File: src/hdl/scag_pkg.sv
package scag_pkg;

  localparam int unsigned AddrW  = 32;
  localparam int unsigned CountW = 24;
  localparam int unsigned LineW  = 16;
  localparam int unsigned ByteW  = 8;
  localparam int unsigned CfgIdxW  = 3;
  localparam int unsigned CfgDataW = 32;

  typedef enum logic [CfgIdxW-1:0] {
    CFG_SOURCE_BASE       = 3'd0,
    CFG_DEST_BASE         = 3'd1,
    CFG_TOTAL_BYTES       = 3'd2,
    CFG_SOURCE_LINE_WIDTH = 3'd3,
    CFG_SOURCE_LINE_GAP   = 3'd4,
    CFG_DEST_LINE_WIDTH   = 3'd5,
    CFG_DEST_LINE_GAP     = 3'd6
  } cfg_idx_e;

  typedef struct packed {
    logic [AddrW-1:0]  source_base;
    logic [AddrW-1:0]  dest_base;
    logic [CountW-1:0] total_bytes;
    logic [LineW-1:0]  source_line_width;
    logic [LineW-1:0]  source_line_gap;
    logic [LineW-1:0]  dest_line_width;
    logic [LineW-1:0]  dest_line_gap;
  } cfg_t;

  typedef struct packed {
    logic             begin_transfer;
    logic [ByteW-1:0] data_byte;
  } item_t;

  typedef struct packed {
    logic [AddrW-1:0] read_address;
    logic [AddrW-1:0] write_address;
    logic [ByteW-1:0] write_byte;
    logic             final_byte;
    logic             overrun;
  } result_t;

  // front to back handshake
  typedef struct packed {
    logic  valid;
    item_t item;
  } word_t;

  function automatic logic [LineW-1:0] eff_width(input logic [LineW-1:0] w);
    eff_width = (w == '0) ? LineW'(1) : w;
  endfunction

endpackage

File: src/hdl/scag_front.sv
module scag_front #(
  parameter int unsigned QUEUE_DEPTH = 2
) (
  input  logic          clk_i,
  input  logic          rst_ni,
  input  logic          in_valid_i,
  output logic          in_stall_o,
  input  scag_pkg::item_t in_item_i,
  output scag_pkg::word_t word_o,
  input  logic          word_ready_i
);
  import scag_pkg::*;

  localparam int unsigned IdxW = (QUEUE_DEPTH > 1) ? $clog2(QUEUE_DEPTH) : 1;
  localparam int unsigned CntW = $clog2(QUEUE_DEPTH + 1);

  item_t            mem_q [QUEUE_DEPTH];
  logic [IdxW-1:0]  wr_ptr_q, wr_ptr_d;
  logic [IdxW-1:0]  rd_ptr_q, rd_ptr_d;
  logic [CntW-1:0]  count_q, count_d;
  logic             push, pop, full;

  assign full       = (count_q == CntW'(QUEUE_DEPTH));
  assign in_stall_o = full;
  assign push       = in_valid_i && !full;
  assign pop        = word_o.valid && word_ready_i;

  assign word_o.valid = (count_q != '0);
  assign word_o.item  = mem_q[rd_ptr_q];

  always_comb begin
    wr_ptr_d = wr_ptr_q;
    rd_ptr_d = rd_ptr_q;
    if (push) begin
      wr_ptr_d = (wr_ptr_q == IdxW'(QUEUE_DEPTH - 1)) ? '0 : wr_ptr_q + IdxW'(1);
    end
    if (pop) begin
      rd_ptr_d = (rd_ptr_q == IdxW'(QUEUE_DEPTH - 1)) ? '0 : rd_ptr_q + IdxW'(1);
    end
    count_d = count_q + CntW'(push) - CntW'(pop);
  end

  always_ff @(posedge clk_i or negedge rst_ni) begin
    if (!rst_ni) begin
      wr_ptr_q <= '0;
      rd_ptr_q <= '0;
      count_q  <= '0;
    end else begin
      wr_ptr_q <= wr_ptr_d;
      rd_ptr_q <= rd_ptr_d;
      count_q  <= count_d;
    end
  end

  always_ff @(posedge clk_i) begin
    if (push) begin
      mem_q[wr_ptr_q] <= in_item_i;
    end
  end

`ifndef NO_ASSERTIONS
  a_count_bound: assert property (@(posedge clk_i) disable iff (!rst_ni)
    count_q <= CntW'(QUEUE_DEPTH))
    else $error("queue count beyond depth");
  a_count_track: assert property (@(posedge clk_i) disable iff (!rst_ni)
    (push && !pop) |=> count_q == $past(count_q) + CntW'(1))
    else $error("queue count missed a push");
  a_ptr_match: assert property (@(posedge clk_i) disable iff (!rst_ni)
    (count_q == '0) |-> (wr_ptr_q == rd_ptr_q))
    else $error("empty queue with pointers apart");
`endif

endmodule

File: src/hdl/scag_back.sv
module scag_back (
  input  logic              clk_i,
  input  logic              rst_ni,
  input  scag_pkg::cfg_t    cfg_i,
  input  scag_pkg::word_t   word_i,
  output logic              word_ready_o,
  output logic              out_valid_o,
  input  logic              out_stall_i,
  output scag_pkg::result_t result_o
);
  import scag_pkg::*;

  logic [AddrW-1:0]  src_ptr_q, src_ptr_d;
  logic [AddrW-1:0]  dst_ptr_q, dst_ptr_d;
  logic [LineW-1:0]  src_left_q, src_left_d;
  logic [LineW-1:0]  dst_left_q, dst_left_d;
  logic [CountW-1:0] bytes_left_q, bytes_left_d;
  logic              out_valid_q, out_valid_d;
  result_t           result_q, result_d;

  logic [AddrW-1:0]  src_cur, dst_cur;
  logic [LineW-1:0]  src_left_cur, dst_left_cur;
  logic [CountW-1:0] bytes_cur;
  logic [LineW:0]    src_step, dst_step;
  logic              take;

  assign word_ready_o = !out_valid_q || !out_stall_i;
  assign take         = word_i.valid && word_ready_o;

  always_comb begin
    if (word_i.item.begin_transfer) begin
      src_cur      = cfg_i.source_base;
      dst_cur      = cfg_i.dest_base;
      src_left_cur = eff_width(cfg_i.source_line_width);
      dst_left_cur = eff_width(cfg_i.dest_line_width);
      bytes_cur    = cfg_i.total_bytes;
    end else begin
      src_cur      = src_ptr_q;
      dst_cur      = dst_ptr_q;
      src_left_cur = src_left_q;
      dst_left_cur = dst_left_q;
      bytes_cur    = bytes_left_q;
    end

    src_step = (src_left_cur <= LineW'(1)) ?
               ({1'b0, cfg_i.source_line_gap} + (LineW+1)'(1)) : (LineW+1)'(1);
    dst_step = (dst_left_cur <= LineW'(1)) ?
               ({1'b0, cfg_i.dest_line_gap} + (LineW+1)'(1)) : (LineW+1)'(1);

    src_ptr_d    = src_ptr_q;
    dst_ptr_d    = dst_ptr_q;
    src_left_d   = src_left_q;
    dst_left_d   = dst_left_q;
    bytes_left_d = bytes_left_q;
    result_d     = result_q;
    out_valid_d  = out_valid_q && out_stall_i;

    if (take) begin
      out_valid_d = 1'b1;
      src_ptr_d    = src_cur;
      dst_ptr_d    = dst_cur;
      src_left_d   = src_left_cur;
      dst_left_d   = dst_left_cur;
      bytes_left_d = bytes_cur;
      if (bytes_cur == '0) begin
        result_d         = '0;
        result_d.overrun = 1'b1;
      end else begin
        result_d.read_address  = src_cur;
        result_d.write_address = dst_cur;
        result_d.write_byte    = word_i.item.data_byte;
        result_d.final_byte    = (bytes_cur == CountW'(1));
        result_d.overrun       = 1'b0;
        bytes_left_d = bytes_cur - CountW'(1);
        src_ptr_d    = src_cur + AddrW'(src_step);
        dst_ptr_d    = dst_cur + AddrW'(dst_step);
        src_left_d   = (src_left_cur <= LineW'(1)) ?
                       eff_width(cfg_i.source_line_width) : src_left_cur - LineW'(1);
        dst_left_d   = (dst_left_cur <= LineW'(1)) ?
                       eff_width(cfg_i.dest_line_width) : dst_left_cur - LineW'(1);
      end
    end
  end

  always_ff @(posedge clk_i or negedge rst_ni) begin
    if (!rst_ni) begin
      src_ptr_q    <= '0;
      dst_ptr_q    <= '0;
      src_left_q   <= '0;
      dst_left_q   <= '0;
      bytes_left_q <= '0;
      out_valid_q  <= 1'b0;
    end else begin
      src_ptr_q    <= src_ptr_d;
      dst_ptr_q    <= dst_ptr_d;
      src_left_q   <= src_left_d;
      dst_left_q   <= dst_left_d;
      bytes_left_q <= bytes_left_d;
      out_valid_q  <= out_valid_d;
    end
  end

  always_ff @(posedge clk_i) begin
    result_q <= result_d;
  end

  assign out_valid_o = out_valid_q;
  assign result_o    = result_q;

`ifndef NO_ASSERTIONS
  a_overrun_clean: assert property (@(posedge clk_i) disable iff (!rst_ni)
    (out_valid_q && result_q.overrun) |->
      (result_q.read_address == '0 && result_q.write_address == '0 &&
       result_q.final_byte == 1'b0 && result_q.write_byte == '0))
    else $error("overrun word carries data");
  a_final_drains: assert property (@(posedge clk_i) disable iff (!rst_ni)
    (take && result_d.final_byte && !result_d.overrun) |=> bytes_left_q == '0)
    else $error("count not empty after final byte");
  a_no_take_when_full: assert property (@(posedge clk_i) disable iff (!rst_ni)
    (out_valid_q && out_stall_i) |=> $stable(bytes_left_q))
    else $error("state moved while output held");
`endif

endmodule

File: src/hdl/strided_copy_address_generator.sv
// Strided copy address generator.
// Input channel: in_valid_i / in_stall_o with begin_transfer_i and data_byte_i,
// one source byte per word in copy order; begin_transfer_i reloads the
// pointers and counters from the registers before that byte is handled.
// Output channel: out_valid_o / out_stall_i with read_address_o,
// write_address_o, write_byte_o, final_byte_o and overrun_o, one word out
// for every word in, in order. A word after the transfer has run out gives
// overrun_o high with zero addresses and byte.
// The user must write registers through cfg_we_i / cfg_index_i / cfg_data_i
// only with no transfer in flight (not enforced); unused indexes are ignored.
// An accepted byte is held in the queue, then registered by the back end, whose
// single address update sets throughput: one byte per cycle unless stalled.
// A QUEUE_DEPTH-word queue between front and back absorbs output stalls;
// in_stall_o rises only once it is full, and a stalled output word holds.
// Reset empties the queue and output, clears pointers and counters and
// loads the register reset values (line widths 1, all else 0).
module strided_copy_address_generator #(
  parameter int unsigned QUEUE_DEPTH = 2
) (
  input  logic                            clk_i,
  input  logic                            rst_ni,
  input  logic                            cfg_we_i,
  input  logic [scag_pkg::CfgIdxW-1:0]    cfg_index_i,
  input  logic [scag_pkg::CfgDataW-1:0]   cfg_data_i,
  input  logic                            in_valid_i,
  output logic                            in_stall_o,
  input  logic                            begin_transfer_i,
  input  logic [scag_pkg::ByteW-1:0]      data_byte_i,
  output logic                            out_valid_o,
  input  logic                            out_stall_i,
  output logic [scag_pkg::AddrW-1:0]      read_address_o,
  output logic [scag_pkg::AddrW-1:0]      write_address_o,
  output logic [scag_pkg::ByteW-1:0]      write_byte_o,
  output logic                            final_byte_o,
  output logic                            overrun_o
);
  import scag_pkg::*;

  cfg_t    cfg_q;
  item_t   in_item;
  word_t   word;
  logic    word_ready;
  result_t result;

  always_ff @(posedge clk_i or negedge rst_ni) begin
    if (!rst_ni) begin
      cfg_q.source_base       <= '0;
      cfg_q.dest_base         <= '0;
      cfg_q.total_bytes       <= '0;
      cfg_q.source_line_width <= LineW'(1);
      cfg_q.source_line_gap   <= '0;
      cfg_q.dest_line_width   <= LineW'(1);
      cfg_q.dest_line_gap     <= '0;
    end else if (cfg_we_i) begin
      unique case (cfg_idx_e'(cfg_index_i))
        CFG_SOURCE_BASE:       cfg_q.source_base       <= cfg_data_i[AddrW-1:0];
        CFG_DEST_BASE:         cfg_q.dest_base         <= cfg_data_i[AddrW-1:0];
        CFG_TOTAL_BYTES:       cfg_q.total_bytes       <= cfg_data_i[CountW-1:0];
        CFG_SOURCE_LINE_WIDTH: cfg_q.source_line_width <= cfg_data_i[LineW-1:0];
        CFG_SOURCE_LINE_GAP:   cfg_q.source_line_gap   <= cfg_data_i[LineW-1:0];
        CFG_DEST_LINE_WIDTH:   cfg_q.dest_line_width   <= cfg_data_i[LineW-1:0];
        CFG_DEST_LINE_GAP:     cfg_q.dest_line_gap     <= cfg_data_i[LineW-1:0];
        default: ;
      endcase
    end
  end

  assign in_item.begin_transfer = begin_transfer_i;
  assign in_item.data_byte      = data_byte_i;

  scag_front #(
    .QUEUE_DEPTH(QUEUE_DEPTH)
  ) u_front (
    .clk_i       (clk_i),
    .rst_ni      (rst_ni),
    .in_valid_i  (in_valid_i),
    .in_stall_o  (in_stall_o),
    .in_item_i   (in_item),
    .word_o      (word),
    .word_ready_i(word_ready)
  );

  scag_back u_back (
    .clk_i       (clk_i),
    .rst_ni      (rst_ni),
    .cfg_i       (cfg_q),
    .word_i      (word),
    .word_ready_o(word_ready),
    .out_valid_o (out_valid_o),
    .out_stall_i (out_stall_i),
    .result_o    (result)
  );

  assign read_address_o  = result.read_address;
  assign write_address_o = result.write_address;
  assign write_byte_o    = result.write_byte;
  assign final_byte_o    = result.final_byte;
  assign overrun_o       = result.overrun;

endmodule
File: config.mk
export PLATFORM = sky130hd
export DESIGN_NAME = strided_copy_address_generator
export DESIGN_NICKNAME = d
export VERILOG_FILES = /design/src/hdl/scag_pkg.sv /design/src/hdl/scag_front.sv /design/src/hdl/scag_back.sv /design/src/hdl/strided_copy_address_generator.sv
export SDC_FILE = /design/constraint.sdc
export NUM_CORES = 1
export LEC_CHECK = 0
export ABC_AREA = 1
export BUFFER_PORTS_ARGS = -buffer_cell sky130_fd_sc_hd__clkbuf_2
export CORE_UTILIZATION = 25
export CTS_CLUSTER_SIZE = 25
export DETAILED_ROUTE_END_ITERATION = 10
export PLACE_DENSITY = 0.41
export SLEW_MARGIN = 20
export SYNTH_ARGS = -nofsm -noshare
export SYNTH_HDL_FRONTEND = slang
export SYNTH_SLANG_ARGS = --single-unit
File: constraint.sdc
create_clock -name clk_i -period 9.5 [get_ports clk_i]
set_input_delay 0.95 -clock clk_i [delete_from_list [all_inputs] [get_ports clk_i]]
set_output_delay 0.95 -clock clk_i [all_outputs]
set_load 0.1 [all_outputs]
=== Word level (Yosys, flattened, before mapping) ===
Memory sizes are Yosys's and may differ from the RTL's.
Index checks and enable logic that the tools add are counted.

* Register bits: 351
* RAM bits: 18
* Input bits: 49
* Word-level logic and storage cells: 84
* Memories: 1

* $add $sub $neg: 11
* Order comparisons: 2
* Equality and inequality tests: 8
* Multiplexer cells: 22
* Reduce and logical (&&, ||, !) cells: 19

{| class="wikitable"
|+ Memory list
! name !! depth !! width !! rd ports !! clocked after Yosys merged registers in !! wr ports !! RTL line !! source
|-
| u_front.mem_q || 2 || 9 || 1 || 0 || 1 || scag_front.sv:17 || <nowiki>item_t mem_q [QUEUE_DEPTH];</nowiki>
|}

{| class="wikitable"
|+ Operator list
! kind !! number
|-
| 2-to-1 mux 16 bit || 8
|-
| 2-to-1 mux 32 bit || 4
|-
| adder 32 x 17 -> 32 bit || 2
|-
| 2-to-1 mux 24 bit || 2
|-
| adder 16 x 1 -> 17 bit (second input constant) || 2
|-
| 2-to-1 mux 17 bit || 2
|-
| less-or-equal comparator 16 x 1 -> 1 bit (second input constant) || 2
|-
| logical NOT 16 bit || 2
|-
| subtractor 16 x 1 -> 16 bit (second input constant) || 2
|-
| == test 24 x 1 -> 1 bit (second input constant) || 1
|-
| logical NOT 24 bit || 1
|-
| subtractor 24 x 1 -> 24 bit (second input constant) || 1
|-
| AND reduction 2 bit || 7
|-
| == test 3 bit (second input constant) || 3
|-
| == test 3 x 2 -> 1 bit (second input constant) || 2
|-
| 2-to-1 mux 1 bit || 6
|-
| == test 3 x 1 -> 1 bit (second input constant) || 1
|-
| logical AND 1 bit || 3
|-
| logical NOT 1 bit || 3
|-
| logical NOT 3 bit || 1
|-
| adder 1 bit (second input constant) || 2
|-
| adder 2 x 1 -> 2 bit || 1
|-
| == test 2 bit (second input constant) || 1
|-
| nonzero test 2 bit || 1
|-
| 2 further kinds || 2
|}

=== Logic depth before layout (Yosys ltp) ===
* Word-level depth: 7
* Gate-level depth with buffers: 34

=== Modules after synthesis ===
From an unflattened synthesis, not the netlist that was laid out.

* Cell total of the unflattened synthesis: 3148
* Area total of the unflattened synthesis: 22450.3 µm²

{| class="wikitable"
|+ By module, submodules not included
! module !! instances !! cells each !! area an instance (µm²) !! sequential area each (µm²)
|-
| scag_back || 1 || 2400 || 15602.5 || 5250.0
|-
| strided_copy_address_generator || 1 || 669 || 5959.5 || 3806.2
|-
| scag_front || 1 || 79 || 888.4 || 640.6
|}

=== Worst setup path before layout ===
Ideal clock, no wire load.

* Path kind: input to register
* From: in out_stall_i
* To: reg u_front.count_q[1]
* Data arrival time: 5.031 ns
* Data required time: 9.421 ns
* Path slack: 4.390 ns
* Stages: 11
* Buffers on the path: 3
* Path through: nand2_1 > o21ai_1 > inv_1 > clkbuf_1 > clkbuf_1 > clkbuf_1 > ha_1 > inv_1 > ha_1 > xnor2_1 > xor2_1

* Word-level cells in the longest chain between the ends: 4

{| class="wikitable"
|+ RTL lines
! what !! RTL line !! source
|-
| start: declaration || strided_copy_address_generator.sv:30 || <nowiki>input logic out_stall_i,</nowiki>
|-
| logical NOT 1 bit || scag_back.sv:27 || <nowiki>assign word_ready_o = !out_valid_q || !out_stall_i;</nowiki>
|-
| logical OR 1 bit || scag_back.sv:27 ||
|-
| logical AND 1 bit || - ||
|-
| named net u_back.take || scag_back.sv:25 || <nowiki>logic take;</nowiki>
|-
| subtractor 2 x 1 -> 2 bit || scag_front.sv:40 || <nowiki>count_d = count_q + CntW'(push) - CntW'(pop);</nowiki>
|-
| named net u_front.count_d[1] || scag_front.sv:20 || <nowiki>logic [CntW-1:0] count_q, count_d;</nowiki>
|-
| end signal: assignment || scag_front.sv:51 || <nowiki>count_q <= count_d;</nowiki>
|-
| end: declaration || scag_front.sv:20 ||
|}

The timed path passes the listed nets, and every way through them passes these cells.
A chain may end at the register's enable or synchronous reset.

=== Worst setup path in the final report ===
* From: reg u_front.rd_ptr_q
* To: reg u_back.src_ptr_q[23]

* Word-level cells in the longest chain between the ends: 6
* Elaborated cells on any way between the ends: 9
* Classes of those cells: add/sub (1); order compare (1); mux (5); reduce/logical (1); memory (1)

{| class="wikitable"
|+ RTL lines
! what !! RTL line !! source
|-
| start: declaration || scag_front.sv:19 || <nowiki>logic [IdxW-1:0] rd_ptr_q, rd_ptr_d;</nowiki>
|-
| start signal: assignment || scag_front.sv:50 || <nowiki>rd_ptr_q <= rd_ptr_d;</nowiki>
|-
| memory (2 x 9 bit) * || - ||
|-
| 2-to-1 mux 16 bit || scag_back.sv:31 || <nowiki>if (word_i.item.begin_transfer) begin</nowiki>
|-
| less-or-equal comparator 16 x 1 -> 1 bit || scag_back.sv:45 || <nowiki>src_step = (src_left_cur <= LineW'(1)) ?</nowiki>
|-
| 2-to-1 mux 17 bit || scag_back.sv:45 ||
|-
| adder 32 x 17 -> 32 bit || scag_back.sv:75 || <nowiki>src_ptr_d = src_cur + AddrW'(src_step);</nowiki>
|-
| 2-to-1 mux 32 bit * || scag_back.sv:65 || <nowiki>if (bytes_cur == '0) begin</nowiki>
|-
| end signal: assignment || scag_back.sv:94 || <nowiki>src_ptr_q <= src_ptr_d;</nowiki>
|-
| end: declaration || scag_back.sv:13 || <nowiki>logic [AddrW-1:0] src_ptr_q, src_ptr_d;</nowiki>
|}

Every way passes the cells marked *; elsewhere a longest branch is shown, timed or not.

==> metrics.txt <==
outcome=finished, final reports clean; Clock Skews=roughly 0.014 ns; core area=around 87000 um^2; Final nets=~3200; Resized cells post-CTS=0; post-synth cell types=47; commonest cells in the netlist=1071 x nand2_1, 317 x inv_1, 296 x nor2_1; CTS tree=built; CTS clk-pin slew, worst paths=around 0.06 ns; fraction of layout cells with a size suffix above 1=a little under a tenth; Slew Limit Headroom=roughly a third; Top Ports=around 130; final setup fails=0; crit start category=register; DP Wirelength=between 50 and 60 mm; CP max FO=85; Logic pwr share=a little over half; top sig layer=met4; Cells after DPL=4252; Area growth, synth to finish=13.6%; First-pass DRT Iterations=5; Sink Count=~370; Power Density=between 300 and 400 nW/um^2; ys async rst share=75.1%; DRC=0; top-count cell post-synth=nand2_1; Reg power frac=about 28%; full die area=roughly 90000 um^2; most used flip-flop cell after synthesis=dfrtp_1; final hold viol count=0; average size of a mapped cell=7.19 um^2; Post-synth EDFFs=slightly above 90; Cells after Synth=just over 3000; worst slew pin tran=just under 1 ns; clk buf depth=3; FF-to-FF setup slack=3.20 ns; GRT overflow=0; total wire length=75.3 mm; clock period minus worst slack=approximately 6.3 ns; Pint=0.00441 W; Worst Hold Slack=roughly 0.34 ns; top post-synthesis cells by area=dfrtp_1 31%, nand2_1 18%, edfxtp_1 12%; Num CTS Buffers=between 40 and 50; maximum clock rate=between 0.15 and 0.2 GHz; first-pass GRT wire length=~120 mm; largest net degree at the start of global routing=130; Die Y-Extent=~300 um; vias in the first global route=between 15000 and 20000; initial antenna violation count=6; initial core utilization=around a quarter; Sw Ratio=about half; max_cap viols=0; Area after DPL=23700 um^2; top cell type by total area after synthesis=dfrtp_1; clock latency on the worst-skew pair=about 0.58 ns; total number of vias=19491; Seq/Total Area, Yosys=43.7%; Worst Hold Class=in2async; period utilization=about two thirds; WL met2=roughly 34 mm; clk root buf=clkbuf_16; top cell type's share of synthesized area=between 30% and 40%; Die X-Extent=roughly 300 um; remaining antenna violation count=0; M1 WL=37.5 mm; DR iter-0 viols=between 1000 and 1500; row cnt=~110; Hold Buf Count CTS=0; vias per cell=4.49; mapped cell area=22200 um^2; postcts setup bufs=0; GP Congestion=0.845; syn nets=~3200; clock share of power=18.7%; DR WL met3=around 2.7 mm; critical path endpoint category=register; Port Buffers=124; CP Data Arrival Time=around 6.8 ns; Lkg Pwr=roughly 12 nW; Yosys reg bits=around 370; cell area after layout=roughly 25000 um^2; CTS H-tree lvls=2; Slew Limit Fails=0; RSZ-0062 raised after global routing=false; setup TNS=0 ns; wire per inst=around 17 um; worst path required time=roughly 10 ns; kind of critical path=reg2reg; Peak VDD IR=around 0.4 mV; Layout Cells excl Fill=~4300; Tot GR Track Use=17.0%; Sw Pwr=approximately 0.0047 W; YS warnings=0
-- power by group through the flow --
stage	combinational, W	sequential [W]	clock [W]
finish	0.00488	0.00255	0.00171
global route	0.00543	0.00262	0.00183
CTS	0.00494	0.00256	0.00176
detailed placement	0.00492	0.00258	0
global placement	0.00494	0.00259	0
floorplan	0.00264	0.00370	0
-- path summary, 6_finish.rpt --
path,from,cells past startpoint,end
max,u_front.rd_ptr_q,25,u_back.src_ptr_q[23]
min,rst_ni,1,u_front.count_q[1]
max reg2reg,u_front.rd_ptr_q,25,u_back.src_ptr_q[23]
min reg2reg,u_back.dst_left_q[0],2,u_back.dst_left_q[0]
max in group asynchronous,rst_ni,3,cfg_q[18]
min in group clk_i,u_back.dst_left_q[0],2,u_back.dst_left_q[0]
-- sequential cells by signal (all words and copies together) (netlist names) --
signal	flops
u_back.bytes_left_q	24
u_back.dst_left_q	16
u_back.result_o	74
u_back.src_left_q	16
u_front.count_q	2
u_back.out_valid_o	1
u_front.wr_ptr_q	1
u_front.mem_q	18
u_back.dst_ptr_q	32
u_front.rd_ptr_q	1
u_back.src_ptr_q	32
cfg_q	152
-- layer usage --
| layer | vias up | track usage, % |
|---|---|---|
| met5 | - | 0 |
| met4 | 0 | 3.72 |
| met3 | 63 | 1.81 |
| met2 | 363 | 27.0 |
| met1 | 9124 | 24.6 |
| li1 | 9941 | - |
-- cells in the final DEF, fill, tap and decap left out, drive strengths merged, types with 4 or more instances in the layout --
cell,instances
clkbuf,193
nand3b,12
or2,43
xor2,38
a21oi,74
nand4,29
dfrtp,275
nor2,307
o21ai,331
xnor2,33
inv,327
nor3b,7
clkinv,10
nor3,24
buf,17
ha,44
o21bai,4
nand3,213
nand2,1083
edfxtp,92
-- kinds of logic (layout without fill, tap and decap cells) --
kind of cell    count (synthesis)  count (layout)  share of synthesized area (%)
fa+ha+maj                      46              46                           2.66
flops                         369             369                           43.7
xor+xnor                       71              71                           2.80
compound gates                420             420                           9.76
buf+inv                       454             551                           8.58
other cells                     0               2                              0
simple gates                 1725            1725                           32.5
-- per-stage QoR --
step / setup slack, ns / utilization [%] / total power (W)
2_1_floorplan: 4.39 / - / 0.00634
3_3_place_gp: 3.29 / 27.2 / 0.00753
3_5_place_dp: 3.19 / 27.2 / 0.00750
4_1_cts: 3.17 / 28.8 / 0.00927
5_1_grt: 2.45 / 28.8 / 0.00988
6_report: 3.20 / 28.8 / 0.00914
-- worst max-delay path: stages (launching register included) --
cell and delay, ns:
dfrtp_1 0.64, inv_2 0.27, nand2_8 0.27, nand2_8 0.40, or2_1 0.39, nand2_1 0.28, ha_1 0.28, o21ai_0 0.15
inv_1 0.10, nand3_2 0.61, inv_2 0.58, o21ai_0 0.15, a21oi_1 0.19, ha_1 0.22, nand2_1 0.09, inv_1 0.08
nand2_1 0.07, nor2_1 0.22, nand4_1 0.13, nand3_1 0.22, nand2_1 0.13, nor2_1 0.20, nand2_1 0.11, xor2_1 0.18
nand2_1 0.07, nand2_1 0.06
-- cell type report --
class / count / area [um^2]
Fill cell: 9777 / 62100
Multi-Input combinational cell: 2262 / 10600
Sequential cell: 369 / 9700
Tap cell: 1155 / 1450
Clock buffer: 70 / 1300
Inverter: 326 / 1230
Timing Repair Buffer: 140 / 763
Clock inverter: 15 / 128
Antenna cell: 2 / 5.00
No activity file was read; power rests on OpenSTA's default activity.
